===== src/rtl/wss_pkg.sv =====
// wss_pkg: shared types and constants of the wake score smoother and trigger
// holds field widths, register indexes, reset values, fsm states and the
// command/status structs between controller and datapath; no dependencies
package wss_pkg;

  // default ring depth handed to the top level
  localparam int RING_DEPTH_DEF = 16;

  // field widths
  localparam int SCORE_W  = 16;
  localparam int TIME_W   = 48;
  localparam int HOLD_W   = 49;
  localparam int THR_W    = 16;
  localparam int WLEN_W   = 5;
  localparam int WARM_W   = 20;
  localparam int COOL_W   = 16;
  localparam int STRIDE_W = 5;
  localparam int CFG_IDX_W  = 3;
  localparam int CFG_DATA_W = 20;

  // register indexes
  localparam logic [CFG_IDX_W-1:0] REG_DETECT_LEVEL   = 3'd0;
  localparam logic [CFG_IDX_W-1:0] REG_WINDOW_LENGTH  = 3'd1;
  localparam logic [CFG_IDX_W-1:0] REG_WARMUP_FRAMES  = 3'd2;
  localparam logic [CFG_IDX_W-1:0] REG_HOLDOFF_MS     = 3'd3;
  localparam logic [CFG_IDX_W-1:0] REG_FEATURE_STRIDE = 3'd4;

  // register reset values
  localparam logic [THR_W-1:0]    THRESHOLD_RST = 16'd16384;
  localparam logic [WLEN_W-1:0]   WLEN_RST      = 5'd5;
  localparam logic [WARM_W-1:0]   WARMUP_RST    = 20'd216;
  localparam logic [COOL_W-1:0]   COOLDOWN_RST  = 16'd1500;
  localparam logic [STRIDE_W-1:0] STRIDE_RST    = 5'd1;

  // warm-up counter saturation value
  localparam logic [WARM_W-1:0] WARM_MAX = '1;

  // event kinds
  typedef enum logic {
    EVT_REPORT = 1'b0,
    EVT_DETECT = 1'b1
  } event_kind_t;

  // configuration register set
  typedef struct packed {
    logic [THR_W-1:0]    detect_level;
    logic [WLEN_W-1:0]   window_length;
    logic [WARM_W-1:0]   warmup_frames;
    logic [COOL_W-1:0]   holdoff_ms;
    logic [STRIDE_W-1:0] feature_stride;
  } cfg_t;

  // controller states
  typedef enum logic [2:0] {
    S_IDLE,
    S_WRAP,
    S_SUM,
    S_DIV,
    S_DECIDE,
    S_EMIT0,
    S_EMIT1
  } state_t;

  // controller to datapath
  typedef struct packed {
    logic        load;
    logic        wrap;
    logic        sum_start;
    logic        sum_run;
    logic        div_start;
    logic        div_run;
    logic        decide;
    logic        emit;
    event_kind_t emit_kind;
  } cmd_t;

  // datapath to controller
  typedef struct packed {
    logic wrap_done;
    logic sum_done;
    logic div_done;
    logic detect;
    logic out_free;
  } status_t;

endpackage


===== src/rtl/wss_ctrl.sv =====
// wss_ctrl: sequencing state machine of the wake score smoother and trigger
// steps each item through wrap, sum, divide, decide and emit phases
// depends on wss_pkg
module wss_ctrl (
  input  logic             clk,
  input  logic             rst_n,
  input  logic             in_valid,
  output logic             in_ready,
  input  wss_pkg::status_t status,
  output wss_pkg::cmd_t    cmd
);

  wss_pkg::state_t state_r;
  wss_pkg::state_t state_nxt;

  // state register
  always_ff @(posedge clk) begin
    if (!rst_n) begin
      state_r <= wss_pkg::S_IDLE;
    end else begin
      state_r <= state_nxt;
    end
  end

  // next state and commands
  always_comb begin
    state_nxt     = state_r;
    cmd           = '0;
    cmd.emit_kind = wss_pkg::EVT_REPORT;
    in_ready      = 1'b0;
    unique case (state_r)
      wss_pkg::S_IDLE: begin
        in_ready = 1'b1;
        if (in_valid) begin
          cmd.load  = 1'b1;
          state_nxt = wss_pkg::S_WRAP;
        end
      end
      wss_pkg::S_WRAP: begin
        if (status.wrap_done) begin
          cmd.sum_start = 1'b1;
          state_nxt     = wss_pkg::S_SUM;
        end else begin
          cmd.wrap = 1'b1;
        end
      end
      wss_pkg::S_SUM: begin
        if (status.sum_done) begin
          cmd.div_start = 1'b1;
          state_nxt     = wss_pkg::S_DIV;
        end else begin
          cmd.sum_run = 1'b1;
        end
      end
      wss_pkg::S_DIV: begin
        if (status.div_done) begin
          state_nxt = wss_pkg::S_DECIDE;
        end else begin
          cmd.div_run = 1'b1;
        end
      end
      wss_pkg::S_DECIDE: begin
        cmd.decide = 1'b1;
        state_nxt  = wss_pkg::S_EMIT0;
      end
      wss_pkg::S_EMIT0: begin
        if (status.out_free) begin
          cmd.emit      = 1'b1;
          cmd.emit_kind = wss_pkg::EVT_REPORT;
          state_nxt     = status.detect ? wss_pkg::S_EMIT1 : wss_pkg::S_IDLE;
        end
      end
      wss_pkg::S_EMIT1: begin
        if (status.out_free) begin
          cmd.emit      = 1'b1;
          cmd.emit_kind = wss_pkg::EVT_DETECT;
          state_nxt     = wss_pkg::S_IDLE;
        end
      end
      default: begin
        state_nxt = wss_pkg::S_IDLE;
      end
    endcase
  end

  // a beat is only loaded into a free output register
  a_emit_free: assert property (@(posedge clk) disable iff (!rst_n)
    cmd.emit |-> status.out_free)
    else $error("beat loaded into busy output register");

  // the detect beat only follows a positive decision
  a_emit1_detect: assert property (@(posedge clk) disable iff (!rst_n)
    (state_r == wss_pkg::S_EMIT1) |-> status.detect)
    else $error("detect beat without detection");

  // divider needs at least one step after start
  a_div_runs: assert property (@(posedge clk) disable iff (!rst_n)
    cmd.div_start |=> !status.div_done)
    else $error("divider finished without stepping");

endmodule


===== src/rtl/wss_datapath.sv =====
// wss_datapath: score ring, window summing, mean divider, warm-up and hold-off
// tracking, and the output register of the wake score smoother and trigger
// depends on wss_pkg; driven by wss_ctrl
module wss_datapath #(
  parameter int RING_DEPTH = wss_pkg::RING_DEPTH_DEF
) (
  input  logic                           clk,
  input  logic                           rst_n,
  input  wss_pkg::cfg_t                  cfg,
  input  wss_pkg::cmd_t                  cmd,
  output wss_pkg::status_t               status,
  input  logic [wss_pkg::SCORE_W-1:0]    in_raw_score,
  input  logic [wss_pkg::TIME_W-1:0]     in_now_ms,
  output logic                           out_valid,
  input  logic                           out_ready,
  output logic                           out_event_kind,
  output logic [wss_pkg::SCORE_W-1:0]    out_mean_score,
  output logic [wss_pkg::SCORE_W-1:0]    out_raw_echo,
  output logic                           out_last
);

  localparam int POS_W = (RING_DEPTH > 1) ? $clog2(RING_DEPTH) : 1;
  localparam int LEN_W = $clog2(RING_DEPTH + 1);
  localparam int SUM_W = wss_pkg::SCORE_W + $clog2(RING_DEPTH + 1);
  localparam int CNT_W = $clog2(SUM_W + 1);

  // ring storage
  logic [wss_pkg::SCORE_W-1:0] ring_mem [RING_DEPTH];
  logic [RING_DEPTH-1:0]       ring_vld_r;
  logic [wss_pkg::SCORE_W-1:0] rd_data_r;

  logic [LEN_W-1:0]            pos_r;
  logic [LEN_W-1:0]            len;
  logic [LEN_W-1:0]            idx_r;
  logic                        rd_pend_r;
  logic [SUM_W-1:0]            sum_r;

  logic [SUM_W-1:0]            dvd_r;
  logic [LEN_W-1:0]            rem_r;
  logic [CNT_W-1:0]            cnt_r;
  logic [LEN_W:0]              rem_sh;
  logic                        q_bit;

  logic [wss_pkg::WARM_W-1:0]  warm_cnt_r;
  logic [wss_pkg::WARM_W-1:0]  warm_cnt_nxt;
  logic [wss_pkg::WARM_W:0]    warm_sum;
  logic                        warm_r;

  logic [wss_pkg::HOLD_W-1:0]  holdoff_r;
  logic [wss_pkg::SCORE_W-1:0] raw_r;
  logic [wss_pkg::TIME_W-1:0]  now_r;
  logic [wss_pkg::SCORE_W-1:0] quot;
  logic [wss_pkg::SCORE_W-1:0] mean_r;
  logic                        detect_r;
  logic                        detect_nxt;

  logic                        out_vld_r;
  logic                        out_kind_r;
  logic [wss_pkg::SCORE_W-1:0] out_mean_r;
  logic [wss_pkg::SCORE_W-1:0] out_raw_r;
  logic                        out_last_r;

  // effective window length: zero acts as one, clipped to the ring depth
  always_comb begin
    if (cfg.window_length == '0) begin
      len = LEN_W'(1);
    end else if (32'(cfg.window_length) > RING_DEPTH) begin
      len = LEN_W'(RING_DEPTH);
    end else begin
      len = LEN_W'(cfg.window_length);
    end
  end

  // warm-up counter step with saturation
  always_comb begin
    warm_sum     = {1'b0, warm_cnt_r} + (wss_pkg::WARM_W + 1)'(cfg.feature_stride);
    warm_cnt_nxt = warm_cnt_r;
    if (warm_cnt_r < cfg.warmup_frames) begin
      warm_cnt_nxt = warm_sum[wss_pkg::WARM_W] ? wss_pkg::WARM_MAX
                                               : warm_sum[wss_pkg::WARM_W-1:0];
    end
  end

  // ring write and registered read
  always_ff @(posedge clk) begin
    if (cmd.load) begin
      ring_mem[pos_r[POS_W-1:0]] <= in_raw_score;
    end
    rd_data_r <= ring_vld_r[idx_r[POS_W-1:0]] ? ring_mem[idx_r[POS_W-1:0]] : '0;
  end

  // per-entry valid bits stand in for clearing the ring at reset
  always_ff @(posedge clk) begin
    if (!rst_n) begin
      ring_vld_r <= '0;
    end else if (cmd.load) begin
      ring_vld_r[pos_r[POS_W-1:0]] <= 1'b1;
    end
  end

  // ring position: advance on load, then fold back below the window length
  always_ff @(posedge clk) begin
    if (!rst_n) begin
      pos_r <= '0;
    end else if (cmd.load) begin
      pos_r <= pos_r + LEN_W'(1);
    end else if (cmd.wrap) begin
      pos_r <= pos_r - len;
    end
  end

  // capture of the item and warm-up state
  always_ff @(posedge clk) begin
    if (!rst_n) begin
      warm_cnt_r <= '0;
      warm_r     <= 1'b0;
    end else if (cmd.load) begin
      warm_cnt_r <= warm_cnt_nxt;
      warm_r     <= (warm_cnt_nxt >= cfg.warmup_frames);
    end
  end

  always_ff @(posedge clk) begin
    if (cmd.load) begin
      raw_r <= in_raw_score;
      now_r <= in_now_ms;
    end
  end

  // window sum, one ring entry per cycle
  always_ff @(posedge clk) begin
    if (!rst_n) begin
      idx_r     <= '0;
      rd_pend_r <= 1'b0;
    end else if (cmd.sum_start) begin
      idx_r     <= '0;
      rd_pend_r <= 1'b0;
    end else if (cmd.sum_run) begin
      if (idx_r < len) begin
        idx_r     <= idx_r + LEN_W'(1);
        rd_pend_r <= 1'b1;
      end else begin
        rd_pend_r <= 1'b0;
      end
    end
  end

  always_ff @(posedge clk) begin
    if (cmd.sum_start) begin
      sum_r <= '0;
    end else if (cmd.sum_run && rd_pend_r) begin
      sum_r <= sum_r + SUM_W'(rd_data_r);
    end
  end

  // restoring divider, one quotient bit per cycle
  assign rem_sh = {rem_r, dvd_r[SUM_W-1]};
  assign q_bit  = (rem_sh >= {1'b0, len});

  always_ff @(posedge clk) begin
    if (!rst_n) begin
      cnt_r <= '0;
    end else if (cmd.div_start) begin
      cnt_r <= CNT_W'(SUM_W);
    end else if (cmd.div_run) begin
      cnt_r <= cnt_r - CNT_W'(1);
    end
  end

  always_ff @(posedge clk) begin
    if (cmd.div_start) begin
      dvd_r <= sum_r;
      rem_r <= '0;
    end else if (cmd.div_run) begin
      dvd_r <= {dvd_r[SUM_W-2:0], q_bit};
      rem_r <= q_bit ? LEN_W'(rem_sh - {1'b0, len}) : rem_sh[LEN_W-1:0];
    end
  end

  // decision against threshold and hold-off
  assign quot       = dvd_r[wss_pkg::SCORE_W-1:0];
  assign detect_nxt = warm_r && (quot >= cfg.detect_level)
                      && ({1'b0, now_r} >= holdoff_r);

  always_ff @(posedge clk) begin
    if (!rst_n) begin
      holdoff_r <= '0;
      detect_r  <= 1'b0;
    end else if (cmd.decide) begin
      detect_r <= detect_nxt;
      if (detect_nxt) begin
        holdoff_r <= {1'b0, now_r} + wss_pkg::HOLD_W'(cfg.holdoff_ms);
      end
    end
  end

  always_ff @(posedge clk) begin
    if (cmd.decide) begin
      mean_r <= warm_r ? quot : '0;
    end
  end

  // output register
  always_ff @(posedge clk) begin
    if (!rst_n) begin
      out_vld_r <= 1'b0;
    end else if (cmd.emit) begin
      out_vld_r <= 1'b1;
    end else if (out_ready) begin
      out_vld_r <= 1'b0;
    end
  end

  always_ff @(posedge clk) begin
    if (cmd.emit) begin
      out_kind_r <= cmd.emit_kind;
      out_mean_r <= mean_r;
      out_raw_r  <= raw_r;
      out_last_r <= (cmd.emit_kind == wss_pkg::EVT_DETECT) || !detect_r;
    end
  end

  assign out_valid      = out_vld_r;
  assign out_event_kind = out_kind_r;
  assign out_mean_score = out_mean_r;
  assign out_raw_echo   = out_raw_r;
  assign out_last       = out_last_r;

  // status back to the controller
  always_comb begin
    status           = '0;
    status.wrap_done = (pos_r < len);
    status.sum_done  = (idx_r == len) && !rd_pend_r;
    status.div_done  = (cnt_r == '0);
    status.detect    = detect_r;
    status.out_free  = !out_vld_r || out_ready;
  end

  // ring position never runs past the ring
  a_pos_bound: assert property (@(posedge clk) disable iff (!rst_n)
    pos_r <= LEN_W'(RING_DEPTH))
    else $error("ring position out of range");

  // position is back inside the window before summing starts
  a_pos_wrapped: assert property (@(posedge clk) disable iff (!rst_n)
    cmd.sum_start |-> (pos_r < len))
    else $error("ring position not folded into window");

  // divider remainder stays below the divisor
  a_rem_bound: assert property (@(posedge clk) disable iff (!rst_n)
    cmd.div_run |-> (rem_r < len))
    else $error("divider remainder out of range");

endmodule


===== src/rtl/wake_score_smoother_trigger_top.sv =====
// wake_score_smoother_trigger_top: top level of the wake score smoother and trigger
// holds the configuration registers and joins wss_ctrl and wss_datapath
// depends on wss_pkg, wss_ctrl, wss_datapath
//
//   port group | dir | contents
//   in_*       | in  | tdata: raw_score[15:0], now_ms[63:16]
//   out_*      | out | tdata: mean_score[15:0], raw_echo[31:16]; tuser: event_kind; tlast
//   cfg_*      | in  | write enable, register index, write data
//
// the window sum reads one ring entry per cycle and the mean divider makes one
// quotient bit per cycle over SUM_W dividend bits, SUM_W = 16 + clog2(RING_DEPTH + 1);
// a shortened window adds fold-back steps
// a detection adds one output beat; each beat waits while the output register is held
// reset is synchronous; ring entries read as zero until written
// the next item is accepted as soon as the previous one has been handed to the
// output register, even if its last beat has not been taken yet
module wake_score_smoother_trigger_top #(
  parameter int RING_DEPTH = wss_pkg::RING_DEPTH_DEF
) (
  input  logic                              clk,
  input  logic                              rst_n,
  // input stream
  input  logic                              in_tvalid,
  output logic                              in_tready,
  input  logic [63:0]                       in_tdata,   // raw_score, now_ms
  // result stream
  output logic                              out_tvalid,
  input  logic                              out_tready,
  output logic [31:0]                       out_tdata,  // mean_score, raw_echo
  output logic [0:0]                        out_tuser,  // event_kind
  output logic                              out_tlast,
  // configuration write port
  input  logic                              cfg_we,
  input  logic [wss_pkg::CFG_IDX_W-1:0]     cfg_index,
  input  logic [wss_pkg::CFG_DATA_W-1:0]    cfg_wdata
);

  wss_pkg::cfg_t    cfg_r;
  wss_pkg::cmd_t    cmd;
  wss_pkg::status_t status;

  logic                        out_kind;
  logic [wss_pkg::SCORE_W-1:0] out_mean;
  logic [wss_pkg::SCORE_W-1:0] out_raw;

  // configuration registers
  always_ff @(posedge clk) begin
    if (!rst_n) begin
      cfg_r.detect_level   <= wss_pkg::THRESHOLD_RST;
      cfg_r.window_length  <= wss_pkg::WLEN_RST;
      cfg_r.warmup_frames  <= wss_pkg::WARMUP_RST;
      cfg_r.holdoff_ms     <= wss_pkg::COOLDOWN_RST;
      cfg_r.feature_stride <= wss_pkg::STRIDE_RST;
    end else if (cfg_we) begin
      unique case (cfg_index)
        wss_pkg::REG_DETECT_LEVEL:   cfg_r.detect_level   <= cfg_wdata[wss_pkg::THR_W-1:0];
        wss_pkg::REG_WINDOW_LENGTH:  cfg_r.window_length  <= cfg_wdata[wss_pkg::WLEN_W-1:0];
        wss_pkg::REG_WARMUP_FRAMES:  cfg_r.warmup_frames  <= cfg_wdata[wss_pkg::WARM_W-1:0];
        wss_pkg::REG_HOLDOFF_MS:     cfg_r.holdoff_ms     <= cfg_wdata[wss_pkg::COOL_W-1:0];
        wss_pkg::REG_FEATURE_STRIDE: cfg_r.feature_stride <= cfg_wdata[wss_pkg::STRIDE_W-1:0];
        default: begin
        end
      endcase
    end
  end

  // controller
  wss_ctrl u_ctrl (
    .clk      (clk),
    .rst_n    (rst_n),
    .in_valid (in_tvalid),
    .in_ready (in_tready),
    .status   (status),
    .cmd      (cmd)
  );

  // datapath
  wss_datapath #(
    .RING_DEPTH (RING_DEPTH)
  ) u_datapath (
    .clk            (clk),
    .rst_n          (rst_n),
    .cfg            (cfg_r),
    .cmd            (cmd),
    .status         (status),
    .in_raw_score   (in_tdata[15:0]),
    .in_now_ms      (in_tdata[63:16]),
    .out_valid      (out_tvalid),
    .out_ready      (out_tready),
    .out_event_kind (out_kind),
    .out_mean_score (out_mean),
    .out_raw_echo   (out_raw),
    .out_last       (out_tlast)
  );

  // result beat packing
  assign out_tdata = {out_raw, out_mean};
  assign out_tuser = out_kind;

endmodule


===== config.mk =====
export PLATFORM = sky130hd
export DESIGN_NAME = wake_score_smoother_trigger_top
export DESIGN_NICKNAME = d
export VERILOG_FILES = /design/src/rtl/wss_pkg.sv /design/src/rtl/wss_ctrl.sv /design/src/rtl/wss_datapath.sv /design/src/rtl/wake_score_smoother_trigger_top.sv
export SDC_FILE = /design/constraint.sdc
export NUM_CORES = 1
export LEC_CHECK = 0
export ABC_AREA = 1
export ABC_CLOCK_PERIOD_IN_PS = 14200
export BUFFER_PORTS_ARGS = -buffer_cell sky130_fd_sc_hd__buf_2
export CELL_PAD_IN_SITES_DETAIL_PLACEMENT = 0
export CELL_PAD_IN_SITES_GLOBAL_PLACEMENT = 2
export CORE_ASPECT_RATIO = 1.5
export CORE_UTILIZATION = 39
export DETAILED_ROUTE_END_ITERATION = 12
export PLACE_DENSITY = 0.86
export SLEW_MARGIN = 20
export SYNTH_ARGS = -nofsm -noshare
export SYNTH_HDL_FRONTEND = slang
export SYNTH_HIERARCHICAL = 1
export SYNTH_SLANG_ARGS = --single-unit
export TNS_END_PERCENT = 50

===== constraint.sdc =====
create_clock -name clk -period 14.2 [get_ports clk]
set_input_delay 0.71 -clock clk [delete_from_list [all_inputs] [get_ports clk]]
set_output_delay 0.71 -clock clk [all_outputs]
set_load 0.01 [all_outputs]

* Word-level counts from Yosys, hierarchy flattened
Memories as Yosys holds them, arrays and structs flattened. A register that Yosys moved wholly into a read port is not among the register bits. Index checks and enable logic that the tools add are counted.
Cells by class: reductions and logical operators 28, order comparisons 11, mux-type cells 43, equality and inequality tests 17, $add $sub $neg 8, bitwise logic cells 2
Operators with widths (number):
- adder 48 x 16 -> 49 bit | 1
- greater-or-equal comparator 48 x 49 -> 1 bit | 1
- two-way mux 21 bit | 2
- two-way mux 20 bit | 2
- two-way mux 5 bit | 7
- adder 20 x 5 -> 21 bit | 1
- adder 21 x 16 -> 21 bit | 1
- two-way mux 3 bit | 7
- case mux 3 bit (7 select lines) | 1
- greater-or-equal comparator 20 bit | 1
- < comparator 20 bit | 1
- two-way mux 1 bit | 17
- greater-or-equal comparator 16 bit | 1
- bitwise OR 16 bit | 1
- AND reduction 2 bit | 7
- == test 3 x 2 -> 1 bit, second input constant | 4
- == test 3 bit, second input constant | 4
- inequality test 2 bit, second input constant | 6
- adder 5 x 1 -> 5 bit, second input constant | 2
- zero test 5 bit | 2
- < comparator 4 x 5 -> 1 bit, second input constant | 2
- < comparator 5 bit | 2
- subtractor 5 bit | 2
- two-way mux 2 bit | 4
- 17 further kinds | 30
Storage, ports and cells: bits in writable memories 256, word-level logic and storage cells 137, memories 1, output and inout port bits 36, register bits after elaboration 330, input port bits 92
Memory list:
- u_datapath.ring_mem | words 16, width 16, read ports 1, clocked after Yosys merged registers in 1, wr ports 1, RTL line wss_datapath.sv:28 | logic [wss_pkg::SCORE_W-1:0] ring_mem [RING_DEPTH];

* Depth between registers and ports, before layout
depth in word-level cells 8, depth in mapped cells 22, gate-level depth less buffers 22

* By module
Netlist, hierarchy kept.
Modules (own cells, without submodules):
- wss_datapath | cells each 3121, instances 1, area each 27706.6 um^2, seq. area each 14664.1 um^2
- wake_score_smoother_trigger_top | cells each 359, instances 1, area each 2499.9 um^2, seq. area each 1241.2 um^2
- wss_ctrl | cells each 65, instances 1, area each 400.4 um^2, seq. area each 60.1 um^2

* Worst setup path before layout
No wires, ideal clock.
path kind input-to-reg, start input port in_tvalid, end memory u_datapath/ring_mem[0][0] in the netlist's numbering, enable pin, library setup time 0.390 ns, arrival 6.909 ns, required time 13.810 ns, cell stages on the path 5, setup slack 6.901 ns, path buffers 1, cells stage by stage inv_1 > nor3_1 > buf_2 > nand2_1 > nor2_1
RTL lines:
- from (decl) | RTL line wake_score_smoother_trigger_top.sv:23 | input logic in_tvalid,
- to (decl) | RTL line wss_datapath.sv:28

* Worst setup path after layout
start register u_datapath/warm_cnt_r[13] in the netlist's numbering, end register u_datapath.warm_r
Between the ends: word-level cells in the longest chain between the ends 4, elaborated cells on any way between the ends 5, classes of those cells 1 x add/sub; 2 x order compare; 2 x mux
Ends and longest elaborated chain:
- from (decl) | RTL line wss_datapath.sv:44 | logic [wss_pkg::WARM_W-1:0] warm_cnt_r;
- from (signal assigned) | RTL line wss_datapath.sv:118 | warm_cnt_r <= warm_cnt_nxt;
- adder 20 x 5 -> 21 bit | RTL line wss_datapath.sv:76 | warm_sum = {1'b0, warm_cnt_r} + (wss_pkg::WARM_W + 1)'(cfg.feature_stride);
- two-way mux 20 bit | RTL line wss_datapath.sv:79 | warm_cnt_nxt = warm_sum[wss_pkg::WARM_W] ? wss_pkg::WARM_MAX
- two-way mux 20 bit * | RTL line wss_datapath.sv:78 | if (warm_cnt_r < cfg.warmup_frames) begin
- named net u_datapath.warm_cnt_nxt (one bit) | RTL line wss_datapath.sv:45 | logic [wss_pkg::WARM_W-1:0] warm_cnt_nxt;
- greater-or-equal comparator 20 bit * | RTL line wss_datapath.sv:119 | warm_r <= (warm_cnt_nxt >= cfg.warmup_frames);
- to (signal assigned) | RTL line wss_datapath.sv:119
- to (decl) | RTL line wss_datapath.sv:47 | logic warm_r;
Mark *: on every way through the listed nets, which the timed path passes. The rest lies on a longest branch. A chain may end at the register's enable or synchronous reset.

==> impl_metrics.tcl <==
set metrics [dict create \
    coreArea_mm2 0.07757 \
    reg2reg_from "u_datapath/warm_cnt_r[13]" \
    grt_setup_unrepaired "false" \
    setup_viol 0 \
    gp_congestion 0.8751 \
    mostFrequentLayoutCells "nand2_1 (725), nor2_1 (475), inv_1 (444), edfxtp_1 (391), nand3_1 (253)" \
    die-area_mm2 0.07963 \
    synthesis.nets 3804 \
    antenna_found_initial 1 \
    worstHoldStart "in_tdata[52]" \
    irDropWorstVdd_uv 112.9 \
    cts.sinks 602 \
    core.rowCount 125 \
    drc 0 \
    worst_pin_slew_ns 1.102 \
    cp_max_fo 36 \
    cp.required_ns 14.67 \
    grt_pass1_vias 23410 \
    p_per_area_mw_per_mm2 169.7 \
    cp.arrival_ns 4.19 \
    cts_buffer_depth 3 \
    dp_slack_ns 10.39 \
    fmax_mhz 268.7 \
    grt_pass1_wl_um 134300 \
    final_cell_area_mm2 0.03422 \
    antenna_cells_inserted 0 \
    ys_seq_elements 602 \
    ys_seq_area_frac 0.5216 \
    initial_core_util 0.3945 \
    hold_ws_ns 0.2136 \
    dpl.hpwl_um 61890 \
    p_leak_nw 14.25 \
    period_share 0.2620 \
    setup_slack_ns 10.48 \
    postSynthCellCount 3545 \
    vias_per_cell 5.034 \
    yosysUniqueCellTypes 54 \
    tns_ns 0 \
    cts_tree "done" \
    numCtsBuffers 61 \
    async_reset_ff_frac 0 \
    grt_usage 0.2188 \
    die_h_um 345.1 \
    maxCapViolations 0 \
    hold_path_class "input pin to flop" \
    syn_avg_cell_area_um2 8.634 \
    clock_skew_ns 0.03944 \
    drive_gt1_frac 0.09510 \
    r2r_slack_ns 10.48 \
    post-route-min-period_ns 3.721 \
    grt_max_degree 100 \
    outcome "completed" \
    final_nets 3901 \
    end_kind "flop" \
    hold_buffers 0 \
    area_growth_pct 11.81 \
    num_io_pins 128 \
    detail_route.iter0.violations 1460 \
    cts_setup_buffers 0 \
    finish.utilization 0.4411 \
    grt_overflow 0 \
    crit_type "flop to flop" \
    synth_edf_count 391 \
    final_hold_viol_count 0 \
    wirelength_um 87690 \
    insertion_delay_ns 0.67 \
    maxSlewViolCount 0 \
    clk_pin_slew_ns 0.06 \
    wire_per_inst_um 18.63 \
    mostFrequentLayoutCell "nand2_1" \
    relSlewSlack 0.2653 \
    root_buffer "clkbuf_16" \
    place_area_mm2 0.03224 \
    cts.htree.levels 2 \
    r2r_cells 16 \
    ant_nets 0 \
    io_buffer_count 127 \
    drtPass1Iterations 5 \
    startpoint_type "flop" \
    synth_warnings 6 \
    cts_resized 0 \
    syn-cell-area_mm2 0.03061 \
    min_to "u_datapath/now_r[36]" \
    vias 23690 \
    die_w_um 230.7 \
    synth_ff_type "edfxtp_1" \
    r2r_end "u_datapath/warm_r" \
    holdPathStages 1 \
]
-- worst max-delay path by stage --
| stage | startpoint | to | slack (ns) | cells after the start |
|---|---|---|---|---|
| global route | u_datapath/warm_cnt_r[13] | u_datapath/warm_r | 9.98 | 16 |
| CTS | u_datapath/warm_cnt_r[13] | u_datapath/warm_r | 10.36 | 16 |
| floorplan | in_tvalid | u_datapath/ring_mem[0][0] | 6.90 | 5 |
| finish | u_datapath/warm_cnt_r[13] | u_datapath/warm_r | 10.48 | 16 |
| detailed placement | u_datapath/warm_cnt_r[13] | u_datapath/warm_r | 10.39 | 16 |
| global placement | cfg_r[40] | u_datapath/warm_r | 10.37 | 17 |
-- Yosys cell counts, types with 6 or more instances --
master	n	area, µm²
buf_4	7	52.55
buf_1	13	48.80
o211ai_1	14	105.1
clkbuf_1	64	240.2
o21ai_2	9	78.83
nand3_2	13	130.1
xor2_1	16	140.1
buf_6	8	90.09
ha_1	162	2027
o21ai_0	249	1246
nand3_1	253	1266
inv_1	445	1670
nand2_2	6	37.54
nand4_1	45	281.5
a21oi_1	176	880.8
a21oi_2	10	87.58
xnor2_1	26	227.7
o221ai_1	29	254.0
buf_2	34	170.2
edfxtp_1	391	11740
nand2_1	725	2721
o22ai_1	43	269.0
nor3_1	27	135.1
a21o_1	6	45.04
inv_2	9	33.78
nor2_1	493	1851
dfxtp_1	211	4224
-- where the power goes --
part	internal (mW)	switching [mW]	leakage (nW)
clock	0.896	0.725	0.944
sequential	2.08	0.200	5.27
combinational	0.640	1.27	8.04
-- per-layer routing --
layer,up-vias,wire (µm),track usage
li1,12010,-,-
met1,11100,34090,0.2373
met2,432,47320,0.4223
met3,155,2714,0.02452
met4,0,3566,0.09069
met5,-,0,0
-- worst max-delay path, cell delays in order, from the launching register on --
cell and delay (ns):
dfxtp_1 0.46, ha_1 0.30, a21oi_1 0.12, o21ai_0 0.08, a21oi_1 0.23, nand3_2 0.67, o21ai_0 0.49, inv_1 0.08
ha_1 0.30, nand2_1 0.07, inv_1 0.03, o21ai_0 0.13, nand2_1 0.09, nor2_1 0.17, nand3_1 0.09, o21ai_0 0.14
a21oi_1 0.08
-- kinds of logic after synthesis --
kind of cell / synth area share
AND/OR/NAND/NOR: 0.2185
flip-flops: 0.5216
buffers and inverters: 0.07726
AO/OA/AOI/OAI: 0.1011
adder cells (fa/ha/maj): 0.06950
XOR/XNOR: 0.01202
-- through the flow --
stage | cells | total power, mW
after floorplan | 3545 | 3.664
after global placement | 4595 | 4.235
after detailed placement | 4595 | 4.241
after CTS | 4707 | 5.878
after global routing | 4707 | 6.210
final | 4707 | 5.807
-- registers in the layout, indices dropped and copies added, names as in the netlist, 20 cells and up --
name and count:
u_datapath/sum_r 21, u_datapath/warm_cnt_r 20, cfg_r 62, u_datapath/dvd_r 21, u_datapath/now_r 48, u_datapath/holdoff_r 49, u_datapath/ring_mem 256
-- cell type report --
type / instances / area, µm²
inverter: 461 / 1745
clock buffer: 74 / 1595
tap: 1016 / 1271
timing repair buffer: 161 / 893.4
fill: 7781 / 43350
multi-input combinational: 2355 / 12360
sequential: 602 / 15970
clock inverter: 38 / 386.6
Note: power is estimated with default switching activity, not from simulation.
